--- src/sv/dbpd_pkg.sv ---
`timescale 1ns / 1ps
`default_nettype none

package dbpd_pkg;

  localparam int unsigned SAMPLE_BITS = 10;
  localparam int unsigned TIMER_BITS  = 16;
  localparam int unsigned THRESH_BITS = 10;
  localparam int unsigned WINDOW_BITS = 10;
  localparam int unsigned TOUT_BITS   = 16;
  localparam int unsigned DUR_BITS    = 16;
  localparam int unsigned CFG_IDX_BITS  = 2;
  localparam int unsigned CFG_DATA_BITS = 16;

  localparam logic [THRESH_BITS-1:0] THRESH_RESET = THRESH_BITS'(100);
  localparam logic [WINDOW_BITS-1:0] WINDOW_RESET = WINDOW_BITS'(100);
  localparam logic [TOUT_BITS-1:0]   TOUT_RESET   = TOUT_BITS'(2000);

  typedef enum logic [CFG_IDX_BITS-1:0] {
    CFG_BEAM_THRESHOLD  = 2'd0,
    CFG_COINCIDE_WINDOW = 2'd1,
    CFG_BLOCK_TIMEOUT   = 2'd2
  } cfg_idx_e;

  typedef struct packed {
    logic [THRESH_BITS-1:0] beam_threshold;
    logic [WINDOW_BITS-1:0] coincide_window;
    logic [TOUT_BITS-1:0]   block_timeout;
  } cfg_t;

  typedef struct packed {
    logic                pass_pulse;
    logic [DUR_BITS-1:0] contact_ms;
    logic                blocked;
  } res_t;

endpackage

`default_nettype wire

--- src/sv/dbpd_cfg_regs.sv ---
`timescale 1ns / 1ps
`default_nettype none

module dbpd_cfg_regs
  import dbpd_pkg::*;
(
  input  wire logic                     clk_i,
  input  wire logic                     rst_ni,
  input  wire logic                     wr_en_i,
  input  wire logic [CFG_IDX_BITS-1:0]  wr_index_i,
  input  wire logic [CFG_DATA_BITS-1:0] wr_data_i,
  output cfg_t                          cfg_o
);

  cfg_t cfg_q, cfg_d;

  always_comb begin
    cfg_d = cfg_q;
    if (wr_en_i) begin
      case (cfg_idx_e'(wr_index_i))
        CFG_BEAM_THRESHOLD:  cfg_d.beam_threshold  = wr_data_i[THRESH_BITS-1:0];
        CFG_COINCIDE_WINDOW: cfg_d.coincide_window = wr_data_i[WINDOW_BITS-1:0];
        CFG_BLOCK_TIMEOUT:   cfg_d.block_timeout   = wr_data_i[TOUT_BITS-1:0];
        default:             cfg_d = cfg_q;
      endcase
    end
  end

  always_ff @(posedge clk_i or negedge rst_ni) begin
    if (!rst_ni) begin
      cfg_q.beam_threshold  <= THRESH_RESET;
      cfg_q.coincide_window <= WINDOW_RESET;
      cfg_q.block_timeout   <= TOUT_RESET;
    end else begin
      cfg_q <= cfg_d;
    end
  end

  assign cfg_o = cfg_q;

endmodule

`default_nettype wire

--- src/sv/dbpd_core.sv ---
`timescale 1ns / 1ps
`default_nettype none

module dbpd_core
  import dbpd_pkg::*;
(
  input  wire logic                   clk_i,
  input  wire logic                   rst_ni,
  input  wire logic                   step_i,
  input  wire logic [SAMPLE_BITS-1:0] sample_a_i,
  input  wire logic [SAMPLE_BITS-1:0] sample_b_i,
  input  cfg_t                        cfg_i,
  output res_t                        res_o
);

  localparam int unsigned CmpW = (TIMER_BITS > TOUT_BITS) ? TIMER_BITS : TOUT_BITS;
  localparam int unsigned SatW = (TIMER_BITS > DUR_BITS) ? TIMER_BITS : DUR_BITS;
  localparam int unsigned SmpW = (SAMPLE_BITS > THRESH_BITS) ? SAMPLE_BITS : THRESH_BITS;

  logic                   active_q, active_d;
  logic                   seen_q, seen_d;
  logic                   waiting_q, waiting_d;
  logic                   first_b_q, first_b_d;
  logic [WINDOW_BITS-1:0] window_q, window_d;
  logic [TIMER_BITS-1:0]  elapsed_q, elapsed_d;
  logic                   blocked_q, blocked_d;

  logic a_hi, b_hi, other, coincide, fail, pass, too_long;
  logic [TIMER_BITS-1:0] elapsed_inc;
  logic [SatW-1:0]       dur_wide;

  assign a_hi = SmpW'(sample_a_i) > SmpW'(cfg_i.beam_threshold);
  assign b_hi = SmpW'(sample_b_i) > SmpW'(cfg_i.beam_threshold);
  assign other = first_b_q ? a_hi : b_hi;
  assign elapsed_inc = (active_q && (elapsed_q != '1)) ? elapsed_q + 1'b1 : elapsed_q;

  always_comb begin
    active_d  = active_q;
    seen_d    = seen_q;
    waiting_d = waiting_q;
    first_b_d = first_b_q;
    window_d  = window_q;
    elapsed_d = elapsed_inc;
    blocked_d = blocked_q;
    coincide  = 1'b0;
    fail      = 1'b0;
    pass      = 1'b0;
    too_long  = 1'b0;

    if (waiting_q) begin
      if (other) begin
        coincide  = 1'b1;
        waiting_d = 1'b0;
      end else begin
        window_d = window_q + 1'b1;
        fail     = (window_d >= cfg_i.coincide_window);
      end
    end else if (a_hi || b_hi) begin
      if (!active_q) begin
        active_d  = 1'b1;
        elapsed_d = '0;
        blocked_d = 1'b0;
      end
      if (a_hi && b_hi) begin
        coincide = 1'b1;
      end else begin
        waiting_d = 1'b1;
        first_b_d = b_hi;
        window_d  = '0;
      end
    end else if (active_q) begin
      fail = 1'b1;
    end

    too_long = (CmpW'(elapsed_d) > CmpW'(cfg_i.block_timeout)) || (elapsed_d == '1);

    if (coincide) begin
      seen_d = 1'b1;
      if (too_long) begin
        blocked_d = 1'b1;
      end
    end else if (fail) begin
      pass = seen_q;
    end

    if ((coincide && too_long) || (!coincide && fail)) begin
      active_d  = 1'b0;
      seen_d    = 1'b0;
      waiting_d = 1'b0;
      first_b_d = 1'b0;
      window_d  = '0;
    end
  end

  assign dur_wide = SatW'(elapsed_d);

  always_comb begin
    res_o.pass_pulse = pass;
    res_o.blocked    = blocked_d;
    if (!pass) begin
      res_o.contact_ms = '0;
    end else if (dur_wide > SatW'({DUR_BITS{1'b1}})) begin
      res_o.contact_ms = '1;
    end else begin
      res_o.contact_ms = dur_wide[DUR_BITS-1:0];
    end
  end

  always_ff @(posedge clk_i or negedge rst_ni) begin
    if (!rst_ni) begin
      active_q  <= 1'b0;
      seen_q    <= 1'b0;
      waiting_q <= 1'b0;
      first_b_q <= 1'b0;
      window_q  <= '0;
      elapsed_q <= '0;
      blocked_q <= 1'b0;
    end else if (step_i) begin
      active_q  <= active_d;
      seen_q    <= seen_d;
      waiting_q <= waiting_d;
      first_b_q <= first_b_d;
      window_q  <= window_d;
      elapsed_q <= (active_d && !((coincide && too_long) || (!coincide && fail)))
                   ? elapsed_d : '0;
      blocked_q <= blocked_d;
    end
  end

  a_wait_active: assert property (@(posedge clk_i) disable iff (!rst_ni)
    waiting_q |-> active_q)
    else $error("window open without activity");

  a_idle_clean: assert property (@(posedge clk_i) disable iff (!rst_ni)
    !active_q |-> (elapsed_q == '0) && !seen_q && !waiting_q)
    else $error("idle state not cleared");

  a_pass_idle: assert property (@(posedge clk_i) disable iff (!rst_ni)
    (step_i && res_o.pass_pulse) |=> !active_q)
    else $error("activity survives pass");

  a_block_idle: assert property (@(posedge clk_i) disable iff (!rst_ni)
    (step_i && !blocked_q && res_o.blocked) |=> !active_q)
    else $error("activity survives block");

endmodule

`default_nettype wire

--- src/sv/dual_beam_pass_detector.sv ---
// Channel | Direction | Handshake                 | Payload
// in      | input     | in_valid_i / in_ready_o   | sample_a_i, sample_b_i
// out     | output    | out_valid_o / out_ready_i | pass_pulse_o, contact_ms_o, blocked_o
// cfg     | input     | cfg_valid_i / cfg_ready_o | cfg_index_i, cfg_data_i
//
// One word in, one word out; one word per cycle sustained while the output is not stalled.
// An accepted word gives a valid result after it passes through the
// input register and then the result register.
// The detector state advances when a word moves from the input register
// into the result register.
// A stalled output holds the result register and, once full, the input register;
// cfg is always ready.
// Reset: asynchronous, active low; clears valid flags and detector state and loads register defaults.
`timescale 1ns / 1ps
`default_nettype none

module dual_beam_pass_detector
  import dbpd_pkg::*;
(
  input  wire logic                     clk_i,
  input  wire logic                     rst_ni,
  input  wire logic                     in_valid_i,
  output logic                          in_ready_o,
  input  wire logic [SAMPLE_BITS-1:0]   sample_a_i,
  input  wire logic [SAMPLE_BITS-1:0]   sample_b_i,
  output logic                          out_valid_o,
  input  wire logic                     out_ready_i,
  output logic                          pass_pulse_o,
  output logic [DUR_BITS-1:0]           contact_ms_o,
  output logic                          blocked_o,
  input  wire logic                     cfg_valid_i,
  output logic                          cfg_ready_o,
  input  wire logic [CFG_IDX_BITS-1:0]  cfg_index_i,
  input  wire logic [CFG_DATA_BITS-1:0] cfg_data_i
);

  cfg_t cfg;
  res_t res;
  res_t res_q;

  logic                   in_vld_q;
  logic [SAMPLE_BITS-1:0] a_q, b_q;
  logic                   out_vld_q;
  logic                   out_free, step;

  assign cfg_ready_o = 1'b1;
  assign out_free    = !out_vld_q || out_ready_i;
  assign step        = in_vld_q && out_free;
  assign in_ready_o  = !in_vld_q || out_free;

  dbpd_cfg_regs u_cfg (
    .clk_i      (clk_i),
    .rst_ni     (rst_ni),
    .wr_en_i    (cfg_valid_i),
    .wr_index_i (cfg_index_i),
    .wr_data_i  (cfg_data_i),
    .cfg_o      (cfg)
  );

  dbpd_core u_core (
    .clk_i      (clk_i),
    .rst_ni     (rst_ni),
    .step_i     (step),
    .sample_a_i (a_q),
    .sample_b_i (b_q),
    .cfg_i      (cfg),
    .res_o      (res)
  );

  always_ff @(posedge clk_i or negedge rst_ni) begin
    if (!rst_ni) begin
      in_vld_q  <= 1'b0;
      out_vld_q <= 1'b0;
    end else begin
      if (in_ready_o) begin
        in_vld_q <= in_valid_i;
      end
      if (out_free) begin
        out_vld_q <= in_vld_q;
      end
    end
  end

  always_ff @(posedge clk_i) begin
    if (in_ready_o && in_valid_i) begin
      a_q <= sample_a_i;
      b_q <= sample_b_i;
    end
    if (step) begin
      res_q <= res;
    end
  end

  assign out_valid_o  = out_vld_q;
  assign pass_pulse_o = res_q.pass_pulse;
  assign contact_ms_o = res_q.contact_ms;
  assign blocked_o    = res_q.blocked;

endmodule

`default_nettype wire
--- config.mk ---
export PLATFORM = sky130hd
export DESIGN_NAME = dual_beam_pass_detector
export DESIGN_NICKNAME = d
export VERILOG_FILES = /design/src/sv/dbpd_pkg.sv /design/src/sv/dbpd_cfg_regs.sv /design/src/sv/dbpd_core.sv /design/src/sv/dual_beam_pass_detector.sv
export SDC_FILE = /design/constraint.sdc
export NUM_CORES = 1
export LEC_CHECK = 0
export ABC_AREA = 1
export BUFFER_PORTS_ARGS = -buffer_cell sky130_fd_sc_hd__buf_2
export CORE_UTILIZATION = 25
export DETAILED_ROUTE_END_ITERATION = 16
export GPL_TIMING_DRIVEN = 1
export HOLD_SLACK_MARGIN = 0.02
export PLACE_DENSITY_LB_ADDON = 0.2
export SYNTH_ARGS = -nofsm -noshare
export SYNTH_HDL_FRONTEND = slang
export SYNTH_SLANG_ARGS = --single-unit
--- constraint.sdc ---
create_clock -name clk_i -period 5.1 [get_ports clk_i]
set_input_delay 0.51 -clock clk_i [delete_from_list [all_inputs] [get_ports clk_i]]
set_output_delay 0.51 -clock clk_i [all_outputs]
set_load 0.01 [all_outputs]
==> impl_metrics.json, run 1 <==
{
  "post_dp_cell_area_um2": 6928,
  "final_report_setup_violation_count": 0,
  "synth_cell_type_count": 36,
  "fin_hold_ws_ns": 0.3233,
  "routed-via-count": 4989,
  "grt_setup_unrepaired": "false",
  "clk_skew_ns": 0.009017,
  "clock-sinks": 107,
  "mappedNetlistArea_um2": 6317,
  "worst-slew-pin-transition_ns": 0.9627,
  "ir_worst_vdd_mv": 0.1526,
  "postCtsHoldBufs": 0,
  "timing.setup.tns_ns": 0,
  "synth.avg_cell_area_um2": 8.194,
  "final_net_count": 917,
  "initial_utilization_pct": 25.75,
  "final.min_clock_period_ns": 4.535,
  "floorplan.core_area_um2": 24530,
  "synth_top_area_cell": "sky130_fd_sc_hd__dfrtp_1",
  "avg_vias_per_cell": 4.331,
  "synth.top_cells.by_area": "sky130_fd_sc_hd__dfrtp_1 23%, sky130_fd_sc_hd__edfxtp_1 18%, sky130_fd_sc_hd__nand2_1 12%",
  "yosysWarningCount": 0,
  "timing_hold_violations_final": 0,
  "clock_power_share_pct": 26.6,
  "pwr-share-seq_pct": 43.5,
  "worstSkewPairLatency_ns": 0.36,
  "max_clock_freq_mhz": 220.5,
  "gp_congestion": 0.7842,
  "dpl_worst_slack_ns": 0.3999,
  "ctsRootBufferMaster": "sky130_fd_sc_hd__clkbuf_16",
  "drt_iter0_markers": 280,
  "switchingPower_mw": 0.9439,
  "max_slew_headroom_at_the_worst_pin_pct": 35.66,
  "swShare_pct": 37.49,
  "post-cts-setup-buffers": 0,
  "final_cell_area_um2": 7207,
  "startpoint_type": "flip-flop",
  "grt_antenna_before_repair": 0,
  "syn_inst": 771,
  "routed_wire_length_per_instance_um": 13.58,
  "grt_start_max_net_pins": 70,
  "drc_errors": 0,
  "clockBufferDepth": 2,
  "detail_route.first_pass.iterations": 4,
  "grt_usage_pct": 12.89,
  "syn-num-nets": 865,
  "die_width_um": 161.0,
  "proportion_of_synthesized_flip_flops_having_asynchronous_set_or_reset_pct": 64.49,
  "synthMostInstantiatedCell": "sky130_fd_sc_hd__nand2_1",
  "intPower_mw": 1.574,
  "area_delta_synth_final_pct": 14.08,
  "run_status": "finished clean",
  "critical_path_required_ns": 5.35,
  "n_fill_cell": 2684,
  "port_buffers": 62,
  "critPathCaptureType": "flip-flop",
  "rows": 57,
  "tritoncts": "yes",
  "static-leakage-power_nw": 3.583,
  "first_global_vias": 4955,
  "floorplan.die.height_um": 161.0,
  "path_clk_slew_ns": 0.07,
  "n_antenna_cell": 0,
  "crit_path_max_fanout": 14,
  "post_route_cells_drive_above_1_share_pct": 15.70,
  "timing.setup.critical_path_class": "reg -> reg",
  "slew_viol_final": 0,
  "post_cts_resized": 0,
  "timing.critical_path.arrival_ns": 4.79,
  "grt_overflow_total": 0,
  "routed_wirelength_um": 15640,
  "fin_ws_ns": 0.5646,
  "antenna_left": 0,
  "yosysSeqAreaShare_pct": 45.63,
  "number_of_top_level_pins": 64,
  "h_tree_depth_reported_by_cts": 3,
  "synth_enable_flop_cells": 38,
  "yosys-top-cells-count": "208 x sky130_fd_sc_hd__nand2_1, 108 x sky130_fd_sc_hd__inv_1, 71 x sky130_fd_sc_hd__nor2_1",
  "synth_top_flop_cell": "sky130_fd_sc_hd__dfrtp_1",
  "report.power.total_mw": 2.518,
  "finalCritPeriodShare_pct": 88.93,
  "cap_viol_max_count": 0,
  "synth.ff_latch_count": 107,
  "combPwrFrac_pct": 29.9,
  "hold_path.class": "in -> reg",
  "synthDominantCellAreaShare_pct": 22.58,
  "place_hpwl_um": 11710,
  "cts_made_buffers": 9,
  "design.die.area_um2": 25910,
  "wire_length_of_the_first_global_routing_pass_um": 26190,
  "power_density_nw_per_um2": 349.4
}
[logic make-up (layout without fill, tap and decap cells)]
group / Yosys count / after routing / synth area share [%]
simple gates: 382 / 382 / 27.15
buf+inv: 137 / 194 / 8.734
flops: 107 / 107 / 45.63
compound gates: 86 / 86 / 7.348
fa+ha+maj: 51 / 51 / 10.10
xor+xnor: 7 / 7 / 0.9705
other cells: 1 / 1 / 0.05936
[per-layer routing]
layer / vias to the layer above / part of all wire [%] / global-route usage (%)
met5: - / 0 / 0
met4: 0 / 1.1 / 3.516
met3: 10 / 3.6 / 2.454
met2: 96 / 43 / 19.57
met1: 2289 / 52 / 18.54
li1: 2594 / - / -
[final timing paths]
kind / from / cells past startpoint / slack [ns] / endpoint
worst max-delay path: u_cfg.cfg_o[31] / 25 / 0.56 / u_core.window_q[4]
worst min-delay path: sample_b_i[8] / 1 / 0.32 / b_q[8]
worst max register to register: u_cfg.cfg_o[31] / 25 / 0.56 / u_core.window_q[4]
worst min register to register: u_cfg.cfg_o[24] / 2 / 0.48 / u_cfg.cfg_o[24]
max in group asynchronous: rst_ni / 2 / 4.11 / u_cfg.cfg_o[35]
min in group asynchronous: rst_ni / 2 / 0.38 / u_core.window_q[4]
[worst max-delay path: stages, from the launching register on]
cell	delay, ns
sky130_fd_sc_hd__dfstp_2	0.53
sky130_fd_sc_hd__inv_1	0.06
sky130_fd_sc_hd__ha_1	0.30
sky130_fd_sc_hd__nand2_1	0.07
sky130_fd_sc_hd__o21ai_0	0.23
sky130_fd_sc_hd__nand2_1	0.08
sky130_fd_sc_hd__nand3_1	0.12
sky130_fd_sc_hd__nand2_1	0.11
sky130_fd_sc_hd__ha_1	0.24
sky130_fd_sc_hd__nor2_1	0.17
sky130_fd_sc_hd__inv_2	0.08
sky130_fd_sc_hd__nor2_2	0.20
sky130_fd_sc_hd__inv_2	0.18
sky130_fd_sc_hd__nand3_1	0.20
sky130_fd_sc_hd__inv_1	0.10
sky130_fd_sc_hd__ha_1	0.30
sky130_fd_sc_hd__a21oi_1	0.14
sky130_fd_sc_hd__nor2_1	0.06
sky130_fd_sc_hd__a211oi_1	0.21
sky130_fd_sc_hd__a21boi_0	0.15
sky130_fd_sc_hd__o21ai_2	0.20
sky130_fd_sc_hd__nand3_4	0.19
sky130_fd_sc_hd__nand3_4	0.23
sky130_fd_sc_hd__nand2_4	0.14
sky130_fd_sc_hd__nand2_1	0.09
sky130_fd_sc_hd__nand2_1	0.05
[cell type report]
class	count	area (um2)	share of cell area, %
clock buffers	10	230.2	3.194
clock inverters	6	45.04	0.6250
inverters	113	424.2	5.885
multi-input cells	527	2887	40.05
flip-flops and latches	107	2883	40.00
well taps	324	405.4	5.625
repair buffers	65	332.8	4.618
[power by group through the flow]
| stage | sequential, mW | clock (mW) | combinational, mW |
|---|---|---|---|
| floorplan | 1.09 | 0 | 0.584 |
| global placement | 1.11 | 0 | 0.763 |
| detailed placement | 1.11 | 0 | 0.763 |
| CTS | 1.10 | 0.694 | 0.766 |
| global route | 1.11 | 0.723 | 0.865 |
| finish | 1.10 | 0.670 | 0.752 |
[per-stage QoR]
stage                     cells  util (%)
final                      1152     29.38
after global routing       1152     29.38
after CTS                  1152     29.36
after detailed placement   1136     28.24
after global placement     1136     28.24
after floorplan             771         -
[registers in the layout, summed over array words and instances, names as in the netlist]
register,count
out_valid_o,1
u_core.first_b_q,1
in_vld_q,1
a_q,10
u_core.seen_q,1
contact_ms_o,16
u_core.blocked_q,1
u_core.active_q,1
b_q,10
u_cfg.cfg_o,36
u_core.waiting_q,1
u_core.elapsed_q,16
u_core.window_q,10
blocked_o,1
pass_pulse_o,1
[cell usage in the layout, fill, tap and decap left out, types with 2 or more instances in the layout]
| cell type | count |
|---|---|
| sky130_fd_sc_hd__nor2_1 | 71 |
| sky130_fd_sc_hd__xor2_1 | 5 |
| sky130_fd_sc_hd__clkbuf_16 | 9 |
| sky130_fd_sc_hd__nor2_2 | 8 |
| sky130_fd_sc_hd__clkinv_2 | 2 |
| sky130_fd_sc_hd__o21ai_0 | 39 |
| sky130_fd_sc_hd__o21ai_1 | 2 |
| sky130_fd_sc_hd__edfxtp_1 | 38 |
| sky130_fd_sc_hd__nand3_2 | 10 |
| sky130_fd_sc_hd__xnor2_1 | 2 |
| sky130_fd_sc_hd__buf_2 | 62 |
| sky130_fd_sc_hd__or2_2 | 2 |
| sky130_fd_sc_hd__nand3b_1 | 2 |
| sky130_fd_sc_hd__inv_1 | 108 |
| sky130_fd_sc_hd__dfrtp_1 | 57 |
| sky130_fd_sc_hd__nand4_1 | 23 |
| sky130_fd_sc_hd__o21bai_1 | 3 |
| sky130_fd_sc_hd__a211oi_1 | 2 |
| sky130_fd_sc_hd__nor2_4 | 2 |
| sky130_fd_sc_hd__nand2_1 | 208 |
| sky130_fd_sc_hd__a21oi_1 | 31 |
| sky130_fd_sc_hd__dfstp_2 | 12 |
| sky130_fd_sc_hd__nand3_4 | 2 |
| sky130_fd_sc_hd__inv_2 | 5 |
| sky130_fd_sc_hd__nand3_1 | 40 |
| sky130_fd_sc_hd__o211ai_1 | 4 |
| sky130_fd_sc_hd__inv_6 | 3 |
| sky130_fd_sc_hd__ha_1 | 51 |
| sky130_fd_sc_hd__buf_4 | 3 |
| sky130_fd_sc_hd__nand2_2 | 5 |
| sky130_fd_sc_hd__nor3_1 | 7 |
| sky130_fd_sc_hd__nand2_4 | 2 |
Note: power is estimated with default switching activity, not from simulation.
==> inputs of run 2 (changes only) <==
- ABC_AREA: 1 -> unset
- clock period: 5.1 -> 4.25 ns (I/O delays scaled with it)
==> run 2 against run 1 <==
- first-iteration DRC count fell by 30%
- maximum frequency rose by 8.2%
- final cell count shrank 14%
- synthesized area down 5.4%
- routed wire length down 3.0%
- via count is 8.2% lower
- non-clock buffer count increased by 50
- sequential cell count unchanged
- register-to-register slack worse by 0.51 ns
- critical path type unchanged
- highest routed layer unchanged
==> impl_metrics.json, run 2 <==
{
  "startpoint_type": "flip-flop",
  "antenna_left": 0,
  "die_width_um": 156.6,
  "largest_reg_flops": 36,
  "ctsRootBufferMaster": "sky130_fd_sc_hd__clkbuf_16",
  "synth_top_flop_cell": "sky130_fd_sc_hd__dfrtp_1",
  "syn-num-nets": 656,
  "clock-sinks": 107,
  "reg2reg_to": "u_core.window_q[5]",
  "routed_wirelength_um": 15180,
  "synth.top_cells.by_area": "sky130_fd_sc_hd__dfrtp_1 24%, sky130_fd_sc_hd__edfxtp_1 19%, sky130_fd_sc_hd__ha_1 11%",
  "crit_path_max_fanout": 7,
  "n_fill_cell": 2390,
  "syn_inst": 562,
  "power_density_nw_per_um2": 431.1,
  "switchingPower_mw": 1.116,
  "yosys-top-cells-count": "57 x sky130_fd_sc_hd__dfrtp_1, 51 x sky130_fd_sc_hd__ha_1, 48 x sky130_fd_sc_hd__inv_1",
  "initial_utilization_pct": 25.47,
  "port_buffers": 62,
  "final_net_count": 762,
  "static-leakage-power_nw": 3.347,
  "run_status": "finished clean",
  "worstSkewPairLatency_ns": 0.36,
  "fin_hold_ws_ns": 0.1037,
  "final_cell_area_um2": 7690,
  "floorplan.core_area_um2": 23470,
  "worst-r2r-cell-count": 19,
  "routed-via-count": 4578,
  "avg_vias_per_cell": 4.615,
  "cpPeakStageDelay_ns": 0.54,
  "tritoncts": "yes",
  "ir_worst_vdd_mv": 0.1969,
  "floorplan.die.height_um": 156.6,
  "drt_iter0_markers": 196,
  "timing.critical_path.cells": "inv_2 -> ha_1 -> nand2_2 -> nor3_2 -> and3_1 -> a31oi_2 -> inv_1 -> ha_4 -> buf_6 -> nor3_4 -> buf_6 -> or3_4 -> buf_4 -> nor4_1 -> nand4b_1 -> o21a_4 -> o211ai_4 -> nor2_4 -> a221o_1",
  "post_dp_cell_area_um2": 6927,
  "final_cell_mix": "62 x sky130_fd_sc_hd__buf_2, 57 x sky130_fd_sc_hd__dfrtp_1, 44 x sky130_fd_sc_hd__ha_1, 44 x sky130_fd_sc_hd__buf_4, 41 x sky130_fd_sc_hd__inv_1",
  "grt_setup_unrepaired": "true",
  "cap_viol_max_count": 0,
  "combPwrFrac_pct": 34.6,
  "timing_hold_violations_final": 0,
  "synthMostInstantiatedCell": "sky130_fd_sc_hd__dfrtp_1",
  "synth_enable_flop_cells": 38,
  "clock_power_share_pct": 25.7,
  "synth_cell_type_count": 62,
  "critPathCaptureType": "flip-flop",
  "synth_xor_area_share_pct": 1.905,
  "first_global_vias": 4473,
  "slew_viol_final": 0,
  "clk_skew_ns": 0.009731,
  "buffers_plus_inverters_on_the_worst_setup_path": 5,
  "mappedNetlistArea_um2": 5978,
  "rrSetupSlack_ns": 0.06,
  "timing.setup.critical_path_class": "reg -> reg",
  "max_slew_headroom_at_the_worst_pin_pct": 27.78,
  "final.min_clock_period_ns": 4.191,
  "place_hpwl_um": 11400,
  "design.die.area_um2": 24540,
  "yosysWarningCount": 0,
  "number_of_top_level_pins": 64,
  "wire_length_of_the_first_global_routing_pass_um": 24070,
  "finalCritPeriodShare_pct": 98.60,
  "share_of_synthesized_cell_area_in_and_or_nand_and_nor_gates_pct": 15.34,
  "drc_errors": 0,
  "critical_path_required_ns": 4.49,
  "routed_wire_length_per_instance_um": 15.30,
  "rows": 56,
  "muxShareOfSynthArea_pct": 6.028,
  "worstReg2RegStart": "u_cfg.cfg_o[28]",
  "largest_family_of_logic_cells_by_synthesized_area": "simple AND/OR/NAND/NOR gates",
  "gp_congestion": 0.8592,
  "synthDominantCellAreaShare_pct": 23.86,
  "fin_ws_ns": 0.05940,
  "dp_cells": 961,
  "grt_overflow_total": 0,
  "proportion_of_synthesized_flip_flops_having_asynchronous_set_or_reset_pct": 64.49,
  "critical-path-top-cell-by-count": "sky130_fd_sc_hd__buf_6",
  "post_route_cells_drive_above_1_share_pct": 36.26,
  "path_clk_slew_ns": 0.08,
  "synth-compound-area-share_pct": 12.83,
  "intPower_mw": 2.199,
  "cp_max_delay_cell": "sky130_fd_sc_hd__dfstp_2",
  "final_common_cell": "sky130_fd_sc_hd__buf_2",
  "yosysSeqAreaShare_pct": 48.22,
  "grt_usage_pct": 12.89,
  "max_clock_freq_mhz": 238.6,
  "dpl_worst_slack_ns": -0.3143,
  "synth.avg_cell_area_um2": 10.64,
  "synth_top_area_cell": "sky130_fd_sc_hd__dfrtp_1",
  "clockBufferDepth": 2,
  "detail_route.first_pass.iterations": 4,
  "pwr-share-seq_pct": 39.7,
  "n_antenna_cell": 0,
  "synth_fa_ha_area_share_pct": 10.67,
  "finish.cell_count_without_fillers": 992,
  "area_delta_synth_final_pct": 28.63,
  "timing.critical_path.arrival_ns": 4.43,
  "hold_path.class": "in -> async",
  "cts_made_buffers": 9,
  "swShare_pct": 33.66,
  "grt_start_max_net_pins": 43,
  "h_tree_depth_reported_by_cts": 3,
  "final_report_setup_violation_count": 0,
  "grt_antenna_before_repair": 0,
  "worst-slew-pin-transition_ns": 1.079,
  "synth.ff_latch_count": 107,
  "worst_path_dominant_cell_family": "simple AND/OR/NAND/NOR gates"
}
## run 2: cell types whose count changed after synthesis, sizes merged, moves of 7 or more
| cell | previous run | this run |
|---|---|---|
| nand2b | 0 | 12 |
| o21ai | 42 | 32 |
| xnor2 | 2 | 9 |
| nand2 | 215 | 44 |
| and3 | 0 | 8 |
| nor3 | 7 | 18 |
| a21oi | 31 | 16 |
| mux2 | 0 | 29 |
| nand3 | 52 | 12 |
| a22o | 0 | 17 |
| nor2 | 81 | 36 |
| inv | 113 | 49 |
## run 2: layer usage
metal,vias to the layer above,routed length [um],share of wire (%),track usage (%)
li1,2254,-,-,-
met1,2205,7354,48,17.77
met2,108,6814,45,20.22
met3,11,841,5.5,2.991
met4,0,165,1.1,3.221
met5,-,0,0,0
## run 2: area by class of cell
type	count	area (um2)	area share, %
clock buffer	11	257.7	3.352
clock inverter	5	42.54	0.5532
inverter	49	183.9	2.392
multi-input combinational	386	3164	41.15
sequential	107	2883	37.49
tap	319	399.1	5.190
timing repair buffer	115	759.5	9.876
## run 2: stage by stage
step / power (mW) / setup TNS (ns) / util [%]
2_1_floorplan: 1.866 / 0 / -
3_3_place_gp: 2.203 / -4.287 / 29.51
3_5_place_dp: 2.217 / -6.488 / 29.51
4_1_cts: 3.218 / -0.05751 / 31.52
5_1_grt: 3.530 / -4.157 / 32.76
6_report: 3.315 / 0 / 32.76
## run 2: logic make-up (layout without fill, tap and decap cells)
family          count (synthesis)  in the layout
other cells                     1              1
buf+inv                        70            180
xor+xnor                       13             13
simple gates                  178            178
compound gates                110            111
fa+ha+maj                      51             51
flops                         107            107
mux                            32             32
## run 2: worst max path at each step
stage                           end            start  depth (start not counted)
2_1_floorplan  u_core.elapsed_q[10]  u_cfg.cfg_o[31]                         24
3_3_place_gp     u_core.window_q[5]  u_cfg.cfg_o[31]                         23
3_5_place_dp     u_core.window_q[4]  u_cfg.cfg_o[31]                         22
4_1_cts         u_core.elapsed_q[9]  u_cfg.cfg_o[31]                         23
5_1_grt        u_core.elapsed_q[10]  u_cfg.cfg_o[32]                         21
6_report         u_core.window_q[5]  u_cfg.cfg_o[28]                         19
## run 2: power groups by stage
stage / Clock, mW / Combinational (mW) / Sequential (mW)
2_1_floorplan: 0 / 0.567 / 1.30
4_1_cts: 0.891 / 1.01 / 1.31
3_3_place_gp: 0 / 0.878 / 1.33
3_5_place_dp: 0 / 0.892 / 1.33
5_1_grt: 0.927 / 1.27 / 1.33
6_report: 0.853 / 1.15 / 1.32
## run 2: timing repair
item | 4_1_cts | 5_1_grt
setup endpoints to repair | 31 | 32
hold buffers | 0 | 0
cloned | 1 | 0
setup buffers | 5 | 9
gates resized for setup | 31 | 43
pin swaps | 14 | 10
==> inputs of run 3 (changes only) <==
- ABC_AREA: unset -> 1
==> run 3 against run 2 <==
- routed wire length up 7.0%
- highest routed layer unchanged
- utilization down 1.2 points
- total power up 3.0%
==> impl_metrics.json, run 3 (synthesis results as in run 1) <==
{
  "clockBufferDepth": 2,
  "multi_input_comb_area_um2": 3090,
  "initial_utilization_pct": 25.75,
  "avg_vias_per_cell": 4.326,
  "clk_skew_ns": 0.006338,
  "number_of_top_level_pins": 64,
  "hold_path.class": "in -> reg",
  "worstReg2RegStart": "u_cfg.cfg_o[28]",
  "path_clk_slew_ns": 0.07,
  "static-leakage-power_nw": 3.759,
  "ctsRootBufferMaster": "sky130_fd_sc_hd__clkbuf_16",
  "postCtsHoldBufs": 0,
  "ir_worst_vdd_mv": 0.1996,
  "timing.critical_path.from": "u_cfg.cfg_o[28]",
  "cts_made_buffers": 9,
  "h_tree_depth_reported_by_cts": 3,
  "routed-via-count": 5126,
  "crit_path_max_fanout": 7,
  "tritoncts": "yes",
  "final_cell_area_um2": 7732,
  "grt_antenna_before_repair": 0,
  "critPathCaptureType": "flip-flop",
  "design.die.area_um2": 25910,
  "timing.critical_path.arrival_ns": 4.25,
  "clock-sinks": 107,
  "area_delta_synth_final_pct": 22.40,
  "startpoint_type": "flip-flop",
  "final_report_setup_violation_count": 0,
  "routed_wirelength_um": 16240,
  "grt_usage_pct": 12.97,
  "timing.setup.critical_path_class": "reg -> reg",
  "whs_path_depth": 1,
  "wire_length_of_the_first_global_routing_pass_um": 26250,
  "worstSkewPairLatency_ns": 0.35,
  "timing_hold_violations_final": 0,
  "rrSetupSlack_ns": 0.24,
  "final_common_cell": "sky130_fd_sc_hd__nand2_1",
  "floorplan.core_area_um2": 24530,
  "critical_path_required_ns": 4.49,
  "power_density_nw_per_um2": 441.4,
  "max_slew_headroom_at_the_worst_pin_pct": 36.07,
  "grt_overflow_total": 0,
  "routed_wire_length_per_instance_um": 13.71,
  "n_antenna_cell": 0,
  "detail_route.first_pass.iterations": 5,
  "timing.setup.tns_ns": 0,
  "grt_start_max_net_pins": 70,
  "port_buffers": 62,
  "drc_errors": 0,
  "rows": 57,
  "finalCritPeriodShare_pct": 94.31,
  "worst-slew-pin-transition_ns": 0.9589,
  "dpl_worst_slack_ns": -0.1422,
  "cap_viol_max_count": 0,
  "report.power.total_mw": 3.413,
  "fin_ws_ns": 0.2419,
  "hold_start": "sample_a_i[7]",
  "final_cell_mix": "204 x sky130_fd_sc_hd__nand2_1, 103 x sky130_fd_sc_hd__inv_1, 66 x sky130_fd_sc_hd__nor2_1",
  "timing.hold.worst_endpoint": "a_q[7]",
  "n_fill_cell": 2692,
  "place_hpwl_um": 11760,
  "gp_congestion": 0.8277,
  "post_route_cells_drive_above_1_share_pct": 22.07,
  "fin_hold_ws_ns": 0.2410,
  "antenna_left": 0,
  "final_core_util_pct": 31.52,
  "reg2reg_to": "u_core.window_q[8]",
  "regArea_um2": 2883,
  "worst-r2r-cell-count": 25,
  "first_global_vias": 4928,
  "max_clock_freq_mhz": 249.5,
  "finish.cell_count_without_fillers": 1185,
  "final_net_count": 950,
  "largest_reg_flops": 36,
  "slew_viol_final": 0,
  "floorplan.die.height_um": 161.0,
  "die_width_um": 161.0,
  "dp_cells": 1160,
  "drt_iter0_markers": 248,
  "post_dp_cell_area_um2": 7108,
  "run_status": "finished clean",
  "final.min_clock_period_ns": 4.008
}
==> run 3: cell count changes in the layout (fill, tap and decap cells not counted), moves of 17 or more <==
cell,delta
sky130_fd_sc_hd__inv_1,+62
sky130_fd_sc_hd__buf_4,-17
sky130_fd_sc_hd__a21oi_1,+19
sky130_fd_sc_hd__nor2_1,+36
sky130_fd_sc_hd__nand3_1,+22
sky130_fd_sc_hd__mux2_2,-28
sky130_fd_sc_hd__nand2_1,+164
==> run 3: worst max path at each step <==
stage / end / slack (ns) / depth (start not counted)
6_report: u_core.window_q[8] / 0.24 / 25
5_1_grt: u_core.first_b_q / -0.02 / 25
4_1_cts: u_core.first_b_q / 0.008 / 27
3_5_place_dp: u_core.first_b_q / -0.14 / 27
3_3_place_gp: u_core.window_q[2] / -0.1 / 27
2_1_floorplan: u_core.elapsed_q[10] / 0.28 / 28
==> run 3: critical path, stage by stage (launching register included) <==
cell and delay, ns:
sky130_fd_sc_hd__dfstp_2 0.53, sky130_fd_sc_hd__inv_1 0.07, sky130_fd_sc_hd__ha_1 0.28, sky130_fd_sc_hd__nand2_1 0.06
sky130_fd_sc_hd__nor2_2 0.14, sky130_fd_sc_hd__o211ai_1 0.10, sky130_fd_sc_hd__nand3_1 0.14, sky130_fd_sc_hd__nand2_1 0.12
sky130_fd_sc_hd__ha_4 0.19, sky130_fd_sc_hd__nor2_4 0.09, sky130_fd_sc_hd__inv_2 0.06, sky130_fd_sc_hd__nor2_4 0.22
sky130_fd_sc_hd__clkinv_4 0.17, sky130_fd_sc_hd__nand3_2 0.10, sky130_fd_sc_hd__inv_1 0.06, sky130_fd_sc_hd__ha_1 0.29
sky130_fd_sc_hd__nand4_1 0.10, sky130_fd_sc_hd__nor3_2 0.19, sky130_fd_sc_hd__buf_4 0.13, sky130_fd_sc_hd__a21boi_2 0.15
sky130_fd_sc_hd__o21ai_2 0.10, sky130_fd_sc_hd__nand3_4 0.11, sky130_fd_sc_hd__nand3_4 0.17, sky130_fd_sc_hd__buf_4 0.22
sky130_fd_sc_hd__nand3_2 0.05, sky130_fd_sc_hd__nand2_1 0.06
==> run 3: power by group <==
part           switching, mW  internal [mW]  total (mW)
clock                  0.373          0.541       0.913
combinational          0.765          0.413        1.18
sequential             0.105           1.22        1.32
total                   1.24           2.17        3.41
==> run 3: cell type report <==
type	count	share of cell area, %
clock buffer	14	3.333
clock inverter	2	0.7767
inverter	113	5.550
multi-input combinational	528	39.97
sequential	107	37.28
tap	324	5.243
timing repair buffer	96	7.767
timing repair inverter	1	0.08091
==> run 3: repair_timing <==
action                                  in CTS  in global routing
endpoints found under the setup margin      32                 32
hold endpoints to repair                     0                  0
resized for setup                            4                 50
pin swaps                                    0                 14
buffers inserted                             0                  7
cloned                                       0                  2
==> run 3: metal layers <==
layer	vias up	wire [um]	GRT usage, %	part of all wire [%]
li1	2662	-	-	-
met1	2342	8219	18.66	51
met2	112	7136	19.57	44
met3	10	707	2.557	4.4
met4	0	180	3.602	1.1
met5	-	0	0	0
